==> src/design/rcse_pkg.sv <==
// Shared types and constants for the register CPU step executor.
`default_nettype none
package rcse_pkg;

	localparam int ADDR_BITS_DEF = 16;

	// opcodes
	localparam logic [3:0] OP_JMP  = 4'd0;
	localparam logic [3:0] OP_MOVI = 4'd1;
	localparam logic [3:0] OP_MOV  = 4'd2;
	localparam logic [3:0] OP_LDA  = 4'd3;
	localparam logic [3:0] OP_STO  = 4'd4;
	localparam logic [3:0] OP_SHL  = 4'd5;
	localparam logic [3:0] OP_SHR  = 4'd6;
	localparam logic [3:0] OP_NOT  = 4'd7;
	localparam logic [3:0] OP_AND  = 4'd8;
	localparam logic [3:0] OP_OR   = 4'd9;
	localparam logic [3:0] OP_XOR  = 4'd10;
	localparam logic [3:0] OP_ADD  = 4'd11;
	localparam logic [3:0] OP_MUL  = 4'd12;
	localparam logic [3:0] OP_DIV  = 4'd13;
	localparam logic [3:0] OP_MOD  = 4'd14;
	localparam logic [3:0] OP_BAD  = 4'd15;

	// register read selects
	localparam logic [1:0] RSEL_A = 2'd0;
	localparam logic [1:0] RSEL_B = 2'd1;
	localparam logic [1:0] RSEL_C = 2'd2;

	typedef struct packed {
		logic       clr_en;
		logic       in_latch;
		logic       load_commit;
		logic       fetch_rd;
		logic [2:0] fidx;
		logic       byte_cap;
		logic [2:0] cap_idx;
		logic       rf_rd;
		logic [1:0] rf_sel;
		logic       ra_cap;
		logic       rb_cap;
		logic       exec;
		logic       lda_cap;
		logic       div_step;
		logic       div_fin;
		logic       commit;
	} rcse_cmd_t;

	typedef struct packed {
		logic       clr_last;
		logic [3:0] op;
		logic       rc_zero;
	} rcse_stat_t;

endpackage
`default_nettype wire

==> src/design/rcse_ctrl.sv <==
// Controller state machine: clear, load, fetch, read, execute, lda, divide, commit.
`default_nettype none
module rcse_ctrl (
	input  wire               clk,
	input  wire               arst_n,
	input  wire               start,
	input  wire               cmd,
	input  rcse_pkg::rcse_stat_t stat,
	output rcse_pkg::rcse_cmd_t  ctl,
	output logic              busy,
	output logic              done
);
	import rcse_pkg::*;

	localparam logic [3:0] S_CLR    = 4'd0;
	localparam logic [3:0] S_IDLE   = 4'd1;
	localparam logic [3:0] S_LOAD   = 4'd2;
	localparam logic [3:0] S_FETCH  = 4'd3;
	localparam logic [3:0] S_RDA    = 4'd4;
	localparam logic [3:0] S_RDB    = 4'd5;
	localparam logic [3:0] S_RDC    = 4'd6;
	localparam logic [3:0] S_EXEC   = 4'd7;
	localparam logic [3:0] S_LDA    = 4'd8;
	localparam logic [3:0] S_DIV    = 4'd9;
	localparam logic [3:0] S_DIVF   = 4'd10;
	localparam logic [3:0] S_COMMIT = 4'd11;

	logic [3:0] state_q, state_d;
	logic [4:0] cnt_q, cnt_d;
	logic       done_d;

	assign busy = (state_q != S_IDLE);

	// next state and commands
	always_comb begin
		state_d = state_q;
		cnt_d   = cnt_q;
		done_d  = 1'b0;
		ctl     = '0;
		case (state_q)
			S_CLR: begin
				ctl.clr_en = 1'b1;
				if (stat.clr_last) begin
					state_d = S_IDLE;
				end
			end
			S_IDLE: begin
				if (start) begin
					ctl.in_latch = 1'b1;
					cnt_d = '0;
					state_d = cmd ? S_FETCH : S_LOAD;
				end
			end
			S_LOAD: begin
				ctl.load_commit = 1'b1;
				done_d = 1'b1;
				state_d = S_IDLE;
			end
			S_FETCH: begin
				ctl.fetch_rd = 1'b1;
				ctl.fidx = cnt_q[2:0];
				if (cnt_q != '0) begin
					ctl.byte_cap = 1'b1;
					ctl.cap_idx = cnt_q[2:0] - 3'd1;
				end
				if (cnt_q == 5'd5) begin
					state_d = S_RDA;
				end else begin
					cnt_d = cnt_q + 5'd1;
				end
			end
			S_RDA: begin
				ctl.byte_cap = 1'b1;
				ctl.cap_idx = 3'd5;
				ctl.rf_rd = 1'b1;
				ctl.rf_sel = RSEL_A;
				state_d = S_RDB;
			end
			S_RDB: begin
				ctl.ra_cap = 1'b1;
				ctl.rf_rd = 1'b1;
				ctl.rf_sel = RSEL_B;
				state_d = S_RDC;
			end
			S_RDC: begin
				ctl.rb_cap = 1'b1;
				ctl.rf_rd = 1'b1;
				ctl.rf_sel = RSEL_C;
				state_d = S_EXEC;
			end
			S_EXEC: begin
				ctl.exec = 1'b1;
				cnt_d = '0;
				if (stat.op == OP_LDA) begin
					state_d = S_LDA;
				end else if ((stat.op == OP_DIV || stat.op == OP_MOD) && !stat.rc_zero) begin
					state_d = S_DIV;
				end else begin
					state_d = S_COMMIT;
				end
			end
			S_LDA: begin
				ctl.lda_cap = 1'b1;
				state_d = S_COMMIT;
			end
			S_DIV: begin
				ctl.div_step = 1'b1;
				cnt_d = cnt_q + 5'd1;
				if (cnt_q == 5'd31) begin
					state_d = S_DIVF;
				end
			end
			S_DIVF: begin
				ctl.div_fin = 1'b1;
				state_d = S_COMMIT;
			end
			S_COMMIT: begin
				ctl.commit = 1'b1;
				done_d = 1'b1;
				state_d = S_IDLE;
			end
			default: begin
				state_d = S_IDLE;
			end
		endcase
	end

	// hold state
	always_ff @(posedge clk or negedge arst_n) begin
		if (!arst_n) begin
			state_q <= S_CLR;
			cnt_q   <= '0;
			done    <= 1'b0;
		end else begin
			state_q <= state_d;
			cnt_q   <= cnt_d;
			done    <= done_d;
		end
	end

endmodule
`default_nettype wire

==> config.mk <==
export PLATFORM = sky130hd
export DESIGN_NAME = rcse_ctrl
export DESIGN_NICKNAME = d
export VERILOG_FILES = /design/src/design/rcse_pkg.sv /design/src/design/rcse_ctrl.sv
export SDC_FILE = /design/constraint.sdc
export NUM_CORES = 1
export LEC_CHECK = 0
export CAP_MARGIN = 15
export CELL_PAD_IN_SITES_DETAIL_PLACEMENT = 1
export CELL_PAD_IN_SITES_GLOBAL_PLACEMENT = 1
export CORE_UTILIZATION = 30
export DETAILED_ROUTE_END_ITERATION = 16
export DONT_BUFFER_PORTS = 1
export GPL_TIMING_DRIVEN = 1
export PLACE_DENSITY = 0.55
export SYNTH_ARGS = -nofsm -noshare
export SYNTH_HDL_FRONTEND = slang
export SYNTH_SLANG_ARGS = --single-unit
==> constraint.sdc <==
create_clock -name clk -period 5.1 [get_ports clk]
set_input_delay 0.765 -clock clk [delete_from_list [all_inputs] [get_ports clk]]
set_output_delay 0.765 -clock clk [all_outputs]
set_load 0.005 [all_outputs]
==> out/results.md <==
| Quantity | Value | Unit |
|:---|:---|:---|
| Combinational family with the most area after synthesis | simple AND/OR/NAND/NOR gates | - |
| Via density per instance | 5.66 | - |
| Core region area | 2780 | um^2 |
| Most numerous cell in the Yosys netlist | sky130_fd_sc_hd__nor2_1 | - |
| Placed cell areas | 878 | um^2 |
| Number of antenna violations at the first check in global routing | 0 | - |
| Pre-CTS setup slack | 2.84 | ns |
| Final-stage net count | 125 | - |
| Launching element type of the critical path | register | - |
| Critical Path Sink Type | output port | - |
| Worst endpoint data arrival time | 1.78 | ns |
| Seq. cell area | 250 | um^2 |
| Root cell of the clock tree | sky130_fd_sc_hd__clkbuf_4 | - |
| Post-Route Hold Slack | 0.190 | ns |
| Multi-input logic area | 571 | um^2 |
| Sink Count | 10 | - |
| Leakage | 0.382 | nW |
| Die outline height | 56.4 | um |
| Cell accounting for the most synthesized area | sky130_fd_sc_hd__dfrtp_1 | - |
| Total negative setup slack | 0 | ns |
| Global-route wire length before repair | 3730 | um |
| CTS Hold Bufs | 0 | - |
| Post-synthesis share of cell area spent on full adders, half adders and majority gates | 0.0704 | - |
| Synthesized cell area | 888 | um^2 |
| Top cells by area, synth | sky130_fd_sc_hd__dfrtp_1, sky130_fd_sc_hd__ha_1, sky130_fd_sc_hd__nor2_1 | - |
| Worst min-delay path class | primary input to asynchronous set/reset pin | - |
| Count of buffers added by post-CTS timing repair for setup | 0 | - |
| Routed wire length | 2320 | um |
| Pin slew with the least headroom to its limit | 0.568 | ns |
| Fraction of post-synthesis cell area in the top cell type by area | 0.282 | - |
| Clock tree from TritonCTS | yes | - |
| Antenna diode count | 0 | - |
| Syn-to-layout area delta | 1.41 | % |
| Crit path required time | 4.34 | ns |
| Die extent in x | 56.4 | um |
| Peak clock frequency supported by timing | 0.393 | GHz |
| Remaining number of nets flagged by the antenna check after routing | 0 | - |
| Mean cell area of the mapped netlist | 7.93 | um^2 |
| Clock Skew | 0.00295 | ns |
| Source-to-sink clock delay at the later pin of the worst-skew pair | 0.26 | ns |
| Cell types with the highest counts after synthesis | sky130_fd_sc_hd__nor2_1, sky130_fd_sc_hd__nand2_1, sky130_fd_sc_hd__dfrtp_1 | - |
| Maximum VDD drop | 211 | uV |
| 1st-pass router iterations | 4 | - |
| Clock period minus final worst setup slack | 2.54 | ns |
| CTS H-tree depth | 1 | - |
| Total of endpoints with negative setup slack in the final report | 0 | - |
| Power per Cell Area | 523 | nW/um^2 |
| Hold Violations, Final | 0 | - |
| Number of top-level design ports | 33 | - |
| Vias in the first global route | 757 | - |
| DP HPWL | 1780 | um |
| Input/output buffers | 0 | - |
| Total number of placement rows | 19 | - |
| Share of post-route cells with drive strength above 1 | 0.0741 | - |
| Total power consumption of the routed design | 0.471 | mW |
| Fill cells | 341 | - |
| Launching instance or port of the critical path | state_q[1] | - |
| Proportion of synthesized area in mux cells | 0.0338 | - |
| Max Transition Viols Final | 0 | - |
| Max cap viols | 0 | - |
| Final cycle utilization of the critical path | 0.499 | - |
| Most used flip-flop cell after synthesis | sky130_fd_sc_hd__dfrtp_1 | - |
| Result of the run | complete, no violations | - |
| Final core utilization | 0.324 | - |
| Unrepaired setup endpoints after global routing | no | - |
| Gates resized, CTS repair | 0 | - |
| Cell Count Post-Placement | 136 | - |
| DRC violations left | 0 | - |
| Fraction of registers with async set/reset | 1.00 | - |
| Relative slew slack | 0.617 | - |
| Ys Warns | 0 | - |
| Global route overflow | 0 | - |
| Type of the setup path with the least slack | register to output port | - |
| Non-filler instance count after layout | 139 | - |
| Synthesis-stage register bit count | 10 | - |
| Largest net degree at the start of global routing | 16 | - |
| Inserted Clock Buffers | 3 | - |
| Clock slew at the register clock pins of the worst setup and hold paths | 0.07 | ns |
| Post-synthesis compound-gate area fraction | 0.159 | - |
| Post-synth net total | 127 | - |
| Final instance area | 901 | um^2 |
| Drt initial violations | 13 | - |
| GRT Resource Usage Total | 0.153 | - |
| Post-synth EDFFs | 0 | - |
| Synth Area in Simple Gates | 0.359 | - |
| Xor-xnor portion of the synthesized cell area | 0.0197 | - |
| Final worst-path setup slack | 2.56 | ns |
| Overall via count from detail_route | 787 | - |
| Initial cell density of the core | 0.319 | - |
| Distinct cell type count after synthesis | 38 | - |
| Die Outline Area | 3180 | um^2 |
| Synthesized instance count | 112 | - |
| Weighted congestion at the end of routability-driven global placement | 0.687 | - |
| Wire per inst | 16.7 | um |
| Largest fanout on the critical path | 13 | - |
| Sequential element share of the synthesized area | 0.282 | - |
| Clock Tree Buf Depth | 2 | - |
| Critical R2R Launch | cnt_q[0] | - |
cell type report:
cell class | count | share of cell area
Multi-Input combinational cell | 90 | 0.633
Clock buffer | 3 | 0.0250
Inverter | 5 | 0.0208
Tap cell | 31 | 0.0431
Sequential cell | 10 | 0.278
logic make-up (layout without fill, tap and decap cells):
logic type | Yosys count | in the layout
flip-flops | 10 | 10
adder cells (fa/ha/maj) | 5 | 5
buffers and inverters | 12 | 8
AO/OA/AOI/OAI | 20 | 20
AND/OR/NAND/NOR | 60 | 60
multiplexers | 3 | 3
XOR/XNOR | 2 | 2
cell usage in the layout (no fill, tap or decap), types with 3 or more instances in the layout:
cell type,Yosys,routed
sky130_fd_sc_hd__nor2_1,15,15
sky130_fd_sc_hd__o21ai_0,5,5
sky130_fd_sc_hd__inv_1,5,5
sky130_fd_sc_hd__nand3_1,3,3
sky130_fd_sc_hd__o21ai_1,3,3
sky130_fd_sc_hd__nand2b_1,7,7
sky130_fd_sc_hd__mux2i_1,3,3
sky130_fd_sc_hd__ha_1,5,5
sky130_fd_sc_hd__nor3_1,5,5
sky130_fd_sc_hd__dfrtp_1,10,10
sky130_fd_sc_hd__clkbuf_4,0,3
sky130_fd_sc_hd__a21oi_1,3,3
sky130_fd_sc_hd__nand2_1,14,14
routing by layer:
layer	track usage	vias up	wire, um
met5	0	-	0
met2	0.224	25	1050
met3	0.0438	2	143
met4	0.0627	0	9
li1	-	383	-
met1	0.211	377	1120
critical path, cell delays in order (launching register included):
cell and delay (ns):
sky130_fd_sc_hd__dfrtp_1 0.58, sky130_fd_sc_hd__nand2_2 0.24, sky130_fd_sc_hd__nor3_4 0.26, sky130_fd_sc_hd__o41ai_1 0.18, sky130_fd_sc_hd__o21ai_0 0.26
state kept, by name, indices dropped and copies added, names as in the netlist:
register	cells
done	1
state_q	4
cnt_q	5
power breakdown:
part           leakage (nW)  total [mW]  switching [mW]  internal (mW)
logic                 0.237       0.253           0.156         0.0975
registers             0.132       0.163          0.0620          0.101
clock network        0.0138      0.0544          0.0272         0.0272
total                 0.382       0.471           0.245          0.226
worst paths after layout:
kind / endpoint / slack (ns) / cells past startpoint
worst max-delay path: ctl[12] / 2.56 / 4
worst min-delay path: state_q[3] / 0.19 / 0
worst max register to register: state_q[0] / 3.07 / 7
worst min register to register: cnt_q[1] / 0.55 / 2
max in group asynchronous: cnt_q[2] / 4.84 / 0
min in group clk: cnt_q[1] / 0.55 / 2
Power figures use the tool's default switching activity.
